$ cat config.mk
export PLATFORM = sky130hd
export DESIGN_NAME = svm_queue
export DESIGN_NICKNAME = d
export VERILOG_FILES = /design/src/svm_pkg.sv /design/src/svm_queue.sv
export SDC_FILE = /design/constraint.sdc
export NUM_CORES = 1
export LEC_CHECK = 0
export ABC_AREA = 1
export BUFFER_PORTS_ARGS = -buffer_cell sky130_fd_sc_hd__buf_2
export CAP_MARGIN = 30
export CORE_MARGIN = 5
export CORE_UTILIZATION = 45
export DETAILED_ROUTE_END_ITERATION = 12
export PLACE_DENSITY = 0.79
export REMOVE_ABC_BUFFERS = 1
export SLEW_MARGIN = 20
export SYNTH_ARGS = -nofsm -noshare
export SYNTH_HDL_FRONTEND = slang
export SYNTH_SLANG_ARGS = --single-unit
$ cat constraint.sdc
create_clock -name i_clk -period 7 [get_ports i_clk]
set_input_delay 1.05 -clock i_clk [delete_from_list [all_inputs] [get_ports i_clk]]
set_output_delay 1.05 -clock i_clk [all_outputs]
set_load 0.01 [all_outputs]
$ cat src/svm_pkg.sv
`timescale 1ns / 1ps
// ----------------------------------------------------------------------------
// svm_pkg: shared types and constants for the sparse vector merge ALU
// Holds the word formats, register indexes, mode and error codes.
// ----------------------------------------------------------------------------
package svm_pkg;

    localparam int MaxNz     = 32;
    localparam int CntW      = $clog2(MaxNz + 1);
    localparam int AddrW     = $clog2(MaxNz);
    localparam int IdxW      = 16;
    localparam int FracBits  = 16;
    localparam int QDepth    = 2;

    typedef enum logic [1:0] {
        MODE_ADD = 2'd0,
        MODE_SUB = 2'd1,
        MODE_MUL = 2'd2,
        MODE_DOT = 2'd3
    } t_mode;

    localparam logic [1:0] ERR_NONE  = 2'd0;
    localparam logic [1:0] ERR_RANGE = 2'd1;
    localparam logic [1:0] ERR_ORDER = 2'd2;
    localparam logic [1:0] ERR_FULL  = 2'd3;

    localparam logic REG_MODE = 1'b0;
    localparam logic REG_LEN  = 1'b1;

    typedef struct packed {
        logic              vector_select;
        logic              has_element;
        logic [IdxW-1:0]   elem_index;
        logic signed [31:0] elem_value;
        logic              end_of_vector;
    } t_in_word;

    typedef struct packed {
        logic [IdxW-1:0]    out_index;
        logic signed [31:0] out_value;
        logic               last_result;
        logic               empty_result;
        logic [1:0]         load_error;
    } t_out_word;

    // classified word handed from front to back
    typedef struct packed {
        logic               store;     // write element to a store
        logic               sel_b;
        logic [IdxW-1:0]    index;
        logic signed [31:0] value;
        logic               run;       // both vectors ended: merge now
        logic [1:0]         err;       // sticky error at run time
    } t_cmd;

    function automatic logic signed [31:0] sat32(input logic signed [65:0] x);
        if (x > 66'sd2147483647)       return 32'sh7fffffff;
        else if (x < -66'sd2147483648) return 32'sh80000000;
        else                           return x[31:0];
    endfunction

endpackage

$ cat src/svm_queue.sv
`timescale 1ns / 1ps
// ----------------------------------------------------------------------------
// svm_queue: command queue
// Short FIFO of classified commands between the front and back parts.
// ----------------------------------------------------------------------------
module svm_queue (
    input  logic           i_clk,
    input  logic           i_rst_n,
    input  logic           i_push,
    input  svm_pkg::t_cmd  i_cmd,
    input  logic           i_pop,
    output logic           o_valid,
    output svm_pkg::t_cmd  o_cmd,
    output logic           o_full
);
    import svm_pkg::*;

    localparam int PtrW = $clog2(QDepth);

    t_cmd            r_mem [QDepth];
    logic [PtrW-1:0] r_wp, r_rp;
    logic [PtrW:0]   r_cnt;

    assign o_valid = r_cnt != 0;
    assign o_full  = r_cnt == (PtrW+1)'(QDepth);
    assign o_cmd   = r_mem[r_rp];

    always_ff @(posedge i_clk) begin
        if (i_push) r_mem[r_wp] <= i_cmd;
    end

    always_ff @(posedge i_clk) begin
        if (!i_rst_n) begin
            r_wp  <= '0;
            r_rp  <= '0;
            r_cnt <= '0;
        end else begin
            if (i_push) r_wp <= r_wp + 1'b1;
            if (i_pop)  r_rp <= r_rp + 1'b1;
            r_cnt <= r_cnt + (PtrW+1)'(i_push) - (PtrW+1)'(i_pop);
        end
    end
endmodule

=== Word-level counts from Yosys, hierarchy flattened ===
Memory sizes are Yosys's and may differ from the RTL's. A register that Yosys moved wholly into a read port is not among the register bits.
Index checks and enable logic that the tools add are counted.

* Equal/unequal tests: 1
* Reduce and logical (&&, ||, !) cells: 1
* $add $sub $neg: 4
* Multiplexer cells: 4

{| class="wikitable"
|+ Operators with widths
! cell !! number
|-
| $mux 1 || 4
|-
| $add 1x1->1 const B || 2
|-
| $add 2x1->2 || 1
|-
| $eq 2x2->1 const B || 1
|-
| $reduce_bool 2->1 || 1
|-
| $sub 2x1->2 || 1
|}

* Flip-flop bits (word level): 4
* Memories kept: 1
* Bits in writable memories: 106
* Output and inout port bits: 55

{| class="wikitable"
|+ Memory list
! name !! words !! bits a word !! read ports !! clocked after Yosys merged registers in !! wr ports !! line !! RTL
|-
| r_mem || 2 || 53 || 1 || 1 || 1 || svm_queue.sv:20 || <nowiki>t_cmd r_mem [QDepth];</nowiki>
|}

=== Logic depth before layout (Yosys ltp) ===
* Depth after elaboration: 3
* Depth in mapped cells: 9

=== Worst setup path after synthesis ===
Ideal clock, no wire load.

* Kind: input to register
* Start point: in i_push
* End point: mem r_mem[0][0] in the netlist's numbering (enable)
* Arrival time: 3,315 ps
* Stages: 2
* Slack: 3,220 ps
* Cell sequence: inv_1 nor2_1

* Cells in the longest elaborated chain, start to end: 2

{| class="wikitable"
|+ RTL lines
! item !! line !! RTL
|-
| start, declared || svm_queue.sv:9 || <nowiki>input logic i_push,</nowiki>
|-
| $mux 1 || svm_queue.sv:29 || <nowiki>if (i_push) r_mem[r_wp] <= i_cmd;</nowiki>
|-
| $mux 1 (implied by the code) || svm_queue.sv:29 ||
|-
| end, declared || svm_queue.sv:20 ||
|}

No other way between the ends.

==> impl_results.md <==
- Largest net degree at the start of global routing: 54
- Tmin final: 2825 ps
- CP Capture Type: output pin
- CTS Root Cell: clkbuf_8
- Worst-Margin Slew: 663.6 ps
- DRC: 0
- Synthesis-stage register bit count: 111
- Max_slew headroom: 55.65%
- Hold_buf cts: 0
- Mapped Area: 4304 um2
- Vias: 2089
- Vias per cell: 4.632
- Most common cell in the netlist: edfxtp_1
- CP max-delay cell: dfxtp_4
- Synth Instances: 198
- Largest buffer count on any clock path: 2
- WP data arrival: 1780 ps
- FP Rows: 35
- Vias in the first global route: 2172
- Critical path type: reg -> out
- Final Hold Fails: 0
- Total CTS buffers: 9
- Post-synthesis async set-or-reset flop share: 0%
- RePlAce Congestion: 0.6473
- Required @ worst endpoint: 5950 ps
- Startpoint Class: flop
- Die H: 107.8 um
- Initial antenna violation count: 0
- Ranking of synthesized cells by area: edfxtp_1 74%, mux2_4 17%, buf_12 2.3%, dfxtp_1 2.3%, nand2_1 0.78%
- # H-tree levels: 3
- PD cells: 253.9 nW/um2
- RSZ-0062 raised after global routing: no
- F_max: 0.3540 GHz
- Synth Flop Type: edfxtp_1
- Slowest stage delay, CP: 590 ps
- Detailed Route WL: 7160 um
- Ports: 112
- Total negative slack: 0 ps
- Most frequent cells after synthesis: 106 x edfxtp_1, 50 x mux2_4, 9 x nand2_1
- Status: finished, final reports clean
- Register area: 3287 um2
- Final #Nets: 376
- Cells along the critical path: buf_16 -> mux2_2 -> buf_2
- Sink Count: 111
- Crit Path Max Fanout: 36
- Yosys warns: 0
- Post-CTS Setup Bufs: 0
- Top-area cell type share of the netlist area: 73.95%
- Netlist cell types: 12
- Pre-antenna DRT Iters: 4
- # setup viols final: 0
- GRT overflow: 0
- Placed inst area: 4936 um2
- ANT cells: 0
- Clock transition at path regs: 90 ps
- Worst min-delay path class: reg -> reg
- First-pass GRT wire length: 10810 um
- Max-slew violation count: 0
- DIE AREA: 11620 um2
- Share of cells above drive strength 1: 57.76%
- Initial core utilization: 46.36%
- TritonCTS clock tree: done
- Number of synthesized flops with an enable pin: 106
- Chip Width: 107.8 um
- Core area: 9284 um2
- P_leak: 2.078 nW
- Largest area contributor in the netlist: edfxtp_1
- IO Port Bufs: 111
- Avg Cell Area, Syn: 21.74 um2
- DP HPWL: 4917 um
- Worst skew pair latency: 360 ps
- Layout fillers: 757
- Max Cap Violations: 0
- Max IR drop VDD: 128.7 uV
- Sequential-to-total area share from yosys stat: 76.28%
- Final instance area: 5160 um2
- Total GRT Usage: 12.44%
- DRT iter0 DRCs: 89
- WL per Instance: 15.88 um
- Multi-input logic area: 890.9 um2
- Final clock period utilization by the worst path: 40.36%
- Post-cts resize count: 0
- Worst clock skew: 7.944 ps
- Final ANT Viol Nets: 0
- Area Growth Syn to Fin: 19.88%
==> final cells by class <==
class,instances,share of cell area (%)
multi-input cells,74,17.26
inverters,7,0.5092
clock buffers,9,2.401
well taps,129,3.128
clock inverters,7,1.406
flip-flops and latches,111,63.70
repair buffers,114,11.59
==> state kept, by name, summed over array words and instances (netlist names), named ones only <==
name,count
r_mem,106
r_cnt,2
r_rp,1
r_wp,1
==> power by group <==
group | internal, mW | switching, mW
clock | 0.166 | 0.209
combinational | 0.0802 | 0.0738
sequential | 0.767 | 0.0140
total | 1.01 | 0.297
==> worst max-delay path, delay by kind of cell, from the launching register on <==
kind | cells | cell delay (ps)
muxes | 1 | 360
buffers and inverters | 2 | 430
DFF | 1 | 590
==> final timing paths <==
check             startpoint     endpoint  slack [ps]  cells after the start
setup / recovery        flop    o_cmd[41]        4170                      3
hold / removal          r_rp         flop         520                      2
setup reg to reg        r_wp  r_mem[0][6]        5220                      2
hold reg to reg         r_rp         flop         520                      2
==> cells in the final DEF (no fill, tap or decap), drive strengths merged <==
cell / instances
clkinv: 3
edfxtp: 106
nand3: 1
bufinv: 1
clkinvlp: 2
a21oi: 1
inv: 8
dfxtp: 5
nor2: 8
buf: 114
clkbuf: 9
nand2: 9
mux2: 53
ha: 2
==> kinds of logic after synthesis <==
group                    synth area share (%)
AND/OR/NAND/NOR                         1.599
adder cells (fa/ha/maj)                0.5813
flip-flops                              76.28
buffers and inverters                   3.198
AO/OA/AOI/OAI                          0.1162
multiplexers                            18.23
==> metrics by stage <==
stage	hold WS (ps)	utilization (%)	cells	worst slack, ps	power (mW)
global route	553.3	55.58	451	4095	1.363
detailed placement	498.2	53.17	434	4292	0.9532
global placement	474.9	53.17	434	4367	0.9459
finish	517.4	55.58	451	4175	1.310
CTS	521.1	55.28	450	3941	1.326
floorplan	463.5	-	192	3220	0.8902
==> per-layer routing <==
layer  global-route usage, %  vias to the layer above  wire, um
met5                       0                        -         0
met1                   15.48                     1013      3032
met3                   3.299                       11       465
met2                   20.43                       73      3546
li1                        -                      992         -
met4                   5.410                        0       114
Power figures use the tool's default switching activity.
