<file path="config.mk">
export PLATFORM = sky130hd
export DESIGN_NAME = svm_front
export DESIGN_NICKNAME = d
export VERILOG_FILES = /design/src/svm_pkg.sv /design/src/svm_front.sv
export SDC_FILE = /design/constraint.sdc
export NUM_CORES = 1
export LEC_CHECK = 0
export BUFFER_PORTS_ARGS = -buffer_cell sky130_fd_sc_hd__buf_4
export CELL_PAD_IN_SITES_DETAIL_PLACEMENT = 1
export CELL_PAD_IN_SITES_GLOBAL_PLACEMENT = 1
export CORE_MARGIN = 2
export CORE_UTILIZATION = 30
export DETAILED_ROUTE_END_ITERATION = 6
export PLACE_DENSITY_LB_ADDON = 0.2
export SLEW_MARGIN = 20
export SYNTH_ARGS = -nofsm -noshare
export SYNTH_HDL_FRONTEND = slang
export SYNTH_SLANG_ARGS = --single-unit
export TNS_END_PERCENT = 10
</file>
<file path="constraint.sdc">
create_clock -name i_clk -period 4.72 [get_ports i_clk]
set_input_delay 0.708 -clock i_clk [delete_from_list [all_inputs] [get_ports i_clk]]
set_output_delay 0.708 -clock i_clk [all_outputs]
set_load 0.05 [all_outputs]
</file>
<file path="src/svm_pkg.sv">
`timescale 1ns / 1ps
// ----------------------------------------------------------------------------
// svm_pkg: shared types and constants for the sparse vector merge ALU
// Holds the word formats, register indexes, mode and error codes.
// ----------------------------------------------------------------------------
package svm_pkg;

    localparam int MaxNz     = 32;
    localparam int CntW      = $clog2(MaxNz + 1);
    localparam int AddrW     = $clog2(MaxNz);
    localparam int IdxW      = 16;
    localparam int FracBits  = 16;
    localparam int QDepth    = 2;

    typedef enum logic [1:0] {
        MODE_ADD = 2'd0,
        MODE_SUB = 2'd1,
        MODE_MUL = 2'd2,
        MODE_DOT = 2'd3
    } t_mode;

    localparam logic [1:0] ERR_NONE  = 2'd0;
    localparam logic [1:0] ERR_RANGE = 2'd1;
    localparam logic [1:0] ERR_ORDER = 2'd2;
    localparam logic [1:0] ERR_FULL  = 2'd3;

    localparam logic REG_MODE = 1'b0;
    localparam logic REG_LEN  = 1'b1;

    typedef struct packed {
        logic              vector_select;
        logic              has_element;
        logic [IdxW-1:0]   elem_index;
        logic signed [31:0] elem_value;
        logic              end_of_vector;
    } t_in_word;

    typedef struct packed {
        logic [IdxW-1:0]    out_index;
        logic signed [31:0] out_value;
        logic               last_result;
        logic               empty_result;
        logic [1:0]         load_error;
    } t_out_word;

    // classified word handed from front to back
    typedef struct packed {
        logic               store;     // write element to a store
        logic               sel_b;
        logic [IdxW-1:0]    index;
        logic signed [31:0] value;
        logic               run;       // both vectors ended: merge now
        logic [1:0]         err;       // sticky error at run time
    } t_cmd;

    function automatic logic signed [31:0] sat32(input logic signed [65:0] x);
        if (x > 66'sd2147483647)       return 32'sh7fffffff;
        else if (x < -66'sd2147483648) return 32'sh80000000;
        else                           return x[31:0];
    endfunction

endpackage

</file>
<file path="src/svm_front.sv">
`timescale 1ns / 1ps
// ----------------------------------------------------------------------------
// svm_front: load checker
// Checks range, order and store capacity of loaded elements, tracks counts,
// end marks and the sticky error, and issues store and run commands.
// ----------------------------------------------------------------------------
module svm_front (
    input  logic             i_clk,
    input  logic             i_rst_n,
    input  logic             i_valid,
    input  svm_pkg::t_in_word i_word,
    input  logic [16:0]      i_len,
    output logic             o_cmd_valid,
    output svm_pkg::t_cmd    o_cmd,
    output logic             o_running
);
    import svm_pkg::*;

    logic [CntW-1:0] r_cnt [2];
    logic [CntW-1:0] n_cnt [2];
    logic [1:0]      r_ended, n_ended;
    logic [16:0]     r_prev [2];
    logic [16:0]     n_prev [2];
    logic [1:0]      r_err, n_err;
    logic            sb;
    logic [1:0]      e;
    logic            run;

    assign sb = i_word.vector_select;

    always_comb begin
        n_cnt   = r_cnt;
        n_ended = r_ended;
        n_prev  = r_prev;
        n_err   = r_err;
        e       = ERR_NONE;
        run     = 1'b0;
        o_cmd_valid = 1'b0;
        o_cmd   = '0;
        o_cmd.sel_b = sb;
        o_cmd.index = i_word.elem_index;
        o_cmd.value = i_word.elem_value;
        if (i_valid && !r_ended[sb]) begin
            if (i_word.has_element && r_err == ERR_NONE) begin
                if ({1'b0, i_word.elem_index} >= i_len)
                    e = ERR_RANGE;
                else if (r_prev[sb] != '1 && {1'b0, i_word.elem_index} <= r_prev[sb])
                    e = ERR_ORDER;
                else if (i_word.elem_value != 0 && r_cnt[sb] >= CntW'(MaxNz))
                    e = ERR_FULL;
                if (e != ERR_NONE) begin
                    n_err = e;
                end else begin
                    n_prev[sb] = {1'b0, i_word.elem_index};
                    if (i_word.elem_value != 0) begin
                        o_cmd.store = 1'b1;
                        n_cnt[sb]   = r_cnt[sb] + 1'b1;
                    end
                end
            end
            if (i_word.end_of_vector) n_ended[sb] = 1'b1;
            run = n_ended == 2'b11;
            o_cmd.run = run;
            o_cmd.err = n_err;
            o_cmd_valid = o_cmd.store || run;
            if (run) begin
                n_cnt   = '{default: '0};
                n_ended = '0;
                n_prev  = '{default: '1};
                n_err   = ERR_NONE;
            end
        end
    end

    assign o_running = 1'b0;

    always_ff @(posedge i_clk) begin
        if (!i_rst_n) begin
            r_cnt   <= '{default: '0};
            r_ended <= '0;
            r_prev  <= '{default: '1};
            r_err   <= ERR_NONE;
        end else begin
            r_cnt   <= n_cnt;
            r_ended <= n_ended;
            r_prev  <= n_prev;
            r_err   <= n_err;
        end
    end
endmodule

</file>
Word level (Yosys, flattened, before mapping). Index checks and enable logic that the tools add are counted.

Reductions and logical operators: 15. Add/sub/neg operators: 1. Equality and inequality tests: 3. Bitwise operators: 2. $lt $le $gt $ge: 7. Muxes and demuxes: 41.

Operators by type and width (count): $mux W34 (3); $mux W17 (4); $mux W12 (4); $bwmux W34 (1); $reduce_bool A32 Y1 (1); $mux W6 (4); $mux W2 (11); $demux W17 S1 (1); $ge A16 B17 Y1 (1); $le A16 B17 Y1 (1); $ne A17 B17 Y1 const B (1); $bwmux W12 (1); $mux W1 (9); $add A6 B1 Y6 const B (1); $demux W6 S1 (1); $ge A6 B6 Y1 const B (1); $logic_and A1 B1 Y1 (6); $reduce_bool A2 Y1 (3); $reduce_and A4 Y1 (1); $mux W3 (1); $reduce_and A3 Y1 (1); $eq A2 B2 Y1 const B (1); $ge A2 B2 Y1 const B (1); $logic_not A2 Y1 (1); 9 further kinds (9).

Input bits: 71. Register bits after elaboration: 50. Word-level logic and storage cells: 75.

Logic depth before layout (Yosys ltp).
Word-level depth: 17. Gate-level depth with buffers: 15.

Least setup slack after synthesis. OpenSTA, ideal clock, no wires.

Path type: in2out. From: input port i_word[50] (netlist bit). To: output port o_cmd_valid. Arrival: 5234 ps. Slack: -1222 ps. Stages on the path: 12. Buffers on the path: 4. Data required time: 4012 ps. Cells stage by stage: buf_6 clkbuf_1 clkbuf_1 buf_1 mux2i_1 ha_1 nand3_1 nor4_4 nand4_1 o311a_1 a211oi_1 nand2b_1.

Longest elaborated chain between the ends: 17. Elaborated cells between the ends (all ways): 36.

Ends and longest elaborated chain: start, declared (RTL line svm_front.sv:11) `input svm_pkg::t_in_word i_word,`; parallel branches: the longest is 16 deep, another holds $le A16 B17 Y1; $mux W1 (*) (RTL line svm_front.sv:43) `if (i_valid && !r_ended[sb]) begin`; end, declared (RTL line svm_front.sv:13) `output logic o_cmd_valid,`.

Every way passes the cells marked *. The select of a mux whose other input is x is not followed.

==> flow_summary.json <==
{
  "detail_route.first_pass.iterations": 4,
  "dp_hpwl_um": 9000,
  "cp.arrival_ns": 3.45,
  "diodes": 0,
  "reg2reg_from": "r_prev[12]",
  "grt_pass1_vias": 3348,
  "grt_start_max_net_pins": 47,
  "finalWirelength_um": 11300,
  "gp_congestion": 0.816,
  "postCtsHoldBufs": 0,
  "via_count": 3270,
  "crit_chain": "buf_4 > mux2i_1 > ha_1 > nand4_1 > nor4_4 > nand4_1 > o2bb2ai_1 > and2_1 > o211ai_1 > a21oi_2 > buf_4",
  "ctsResizeCount": 0,
  "cp_top_family": "simple AND/OR/NAND/NOR gates",
  "setup_viol": 0,
  "fmax_ghz": 0.241,
  "post-route-period-util": 0.881,
  "tightestPinTransition_ns": 0.870,
  "final_nets": 605,
  "synth_edf_count": 0,
  "grt-ovfl-total": 0,
  "finalHoldViolCount": 0,
  "first_iter_violations": 135,
  "core_area_um2": 12500,
  "avgViaCountPerCell": 4.85,
  "finalCriticalPeriod_ns": 4.16,
  "clock-sinks": 50,
  "grt_pass1_wl_um": 17100,
  "cts_buffers": 5,
  "synth.net_count": 533,
  "postCtsSetupRepairBufs": 0,
  "hp-start": "r_cnt[7]",
  "crit_fanout": 19,
  "endpoint_kind": "primary output",
  "status": "completed",
  "dpl_worst_slack_ns": 0.586,
  "skew_ns": 0.00790,
  "die_x_um": 116,
  "most-common-layout-cells": "buf_4 (128), mux2i_1 (50), dfxtp_1 (50)",
  "route.detailed.drc": 0,
  "min_path_cells": 1,
  "peakVddDrop_uv": 142,
  "dieArea_um2": 13600,
  "ff2ff_setup_slack_ns": 1.54,
  "cp-start-kind": "input pin",
  "rsz0062_at_grt": "no",
  "hold_path_class": "flip-flop to flip-flop",
  "drive_gt1_frac": 0.297,
  "cpPeakStageDelay_ns": 0.43,
  "start_util": 0.304,
  "ys_warn_count": 0,
  "reg2reg_depth": 10,
  "relSlewSlack": 0.414,
  "r2r_end": "r_prev[6]",
  "io_buffer_count": 124,
  "crit_cells": 11,
  "cts_max_level": 2,
  "p_per_area_nw_per_um2": 266,
  "antenna_found_initial": 0,
  "critical_path_class": "input pin to primary output",
  "dieHeight_um": 116,
  "synth_area_um2": 3790,
  "syn-mean-instance-area_um2": 8.84,
  "cts_root_buf": "clkbuf_16",
  "final.setup.tns_ns": 0,
  "ios": 126,
  "cts_tree": "done",
  "synthCells": 429,
  "cp_slowest_cell": "and2_1",
  "maxCapViolCount": 0,
  "synth-seq-cells": 50,
  "drv_slew": 0,
  "hold_end": "r_cnt[7]",
  "synth.distinct_cells": 51,
  "critPathBufInv": 2,
  "synthArstFlopShare": 0,
  "final_common_cell": "buf_4",
  "clock_latency_ns": 0.30,
  "fillers": 1464,
  "fp-row-count": 41,
  "grt_usage": 0.162,
  "leakage_nw": 2.10,
  "syn_to_final_growth_pct": 24.2,
  "clk_pin_slew_ns": 0.07,
  "cts_buffer_depth": 2,
  "ys.flop_type": "dfxtp_1",
  "antenna_left": 0,
  "detail_route.wl_per_cell_um": 16.8,
  "worst_ep_required_time_ns": 4.01,
  "synth.yosys.seq_area_share": 0.264,
  "worst_slack_ns": 0.562
}
==> power breakdown <==
part	leakage (nW)	total [mW]	switching (mW)	internal, mW
combinational	1.61	0.378	0.235	0.142
sequential	0.406	0.449	0.0134	0.436
clock	0.0848	0.429	0.174	0.254
total	2.10	1.26	0.423	0.833
==> per-layer routing <==
metal | up-vias | global-route usage | part of all wire
met3 | 6 | 0.0239 | 0.051
met1 | 1562 | 0.212 | 0.45
met5 | - | 0 | 0
met2 | 74 | 0.286 | 0.49
li1 | 1628 | - | -
met4 | 0 | 0.0310 | 0.0079
==> flip-flops by register name, summed over array words and instances, names as in the netlist <==
name	count
r_ended	2
r_err	2
r_prev	34
r_cnt	12
==> cell families (layout without fill, tap and decap cells) <==
| family | count (synthesis) | after routing | share of synthesized area |
|---|---|---|---|
| simple gates | 136 | 136 | 0.198 |
| fa+ha+maj | 33 | 33 | 0.109 |
| compound gates | 64 | 64 | 0.127 |
| xor+xnor | 4 | 4 | 0.00924 |
| other cells | 1 | 1 | 0.000989 |
| mux | 56 | 56 | 0.151 |
| flops | 50 | 50 | 0.264 |
| buf+inv | 85 | 158 | 0.142 |
==> worst register-to-register path: cells and delay by family, from the launching register on <==
family / cells / cell delay [ns]
flops: 1 / 0.37
buf+inv: 1 / 0.37
fa+ha+maj: 1 / 0.34
mux: 2 / 0.36
simple gates: 4 / 0.94
compound gates: 2 / 0.73
==> cells in the mapped netlist, drive strengths merged, types with 4 or more instances <==
library cell / instances / share of area
a21oi: 16 / 0.021
nand4: 17 / 0.028
nand3: 8 / 0.011
mux2: 6 / 0.019
o21ai: 13 / 0.017
dfxtp: 50 / 0.26
o2bb2ai: 9 / 0.021
nor4: 11 / 0.022
nor2b: 37 / 0.061
inv: 22 / 0.022
nand2b: 6 / 0.0099
a21o: 4 / 0.0079
ha: 33 / 0.11
mux2i: 50 / 0.13
nand2: 20 / 0.020
buf: 55 / 0.11
nor2: 26 / 0.026
clkbuf: 8 / 0.0079
o41ai: 4 / 0.019
==> final cells by class <==
| class | instances | area, µm² | share of cell area |
|---|---|---|---|
| multi-input cells | 294 | 2280 | 0.484 |
| well taps | 172 | 215 | 0.0457 |
| inverters | 22 | 82.6 | 0.0175 |
| repair buffers | 128 | 961 | 0.204 |
| clock inverters | 3 | 47.5 | 0.0101 |
| flip-flops and latches | 50 | 1000 | 0.212 |
| clock buffers | 5 | 125 | 0.0266 |
==> stage by stage <==
stage / area [µm²] / utilization / hold WS [ns] / cells / total power, mW
after CTS: 4710 / 0.378 / 0.467 / 674 / 1.27
after floorplan: 3820 / - / 0.424 / 429 / 0.731
after global placement: 4540 / 0.364 / 0.433 / 666 / 0.832
after detailed placement: 4540 / 0.364 / 0.445 / 666 / 0.840
after global routing: 4710 / 0.378 / 0.481 / 674 / 1.31
final: 4710 / 0.378 / 0.463 / 674 / 1.26
==> worst max path at each step <==
stage | startpoint | end
floorplan | i_word[50] | o_cmd_valid
global placement | i_word[50] | o_cmd[1]
detailed placement | i_word[50] | o_cmd[1]
CTS | i_word[50] | o_cmd[1]
global route | i_word[50] | o_cmd[1]
finish | i_word[50] | o_cmd[1]
Power figures use the tool's default switching activity.
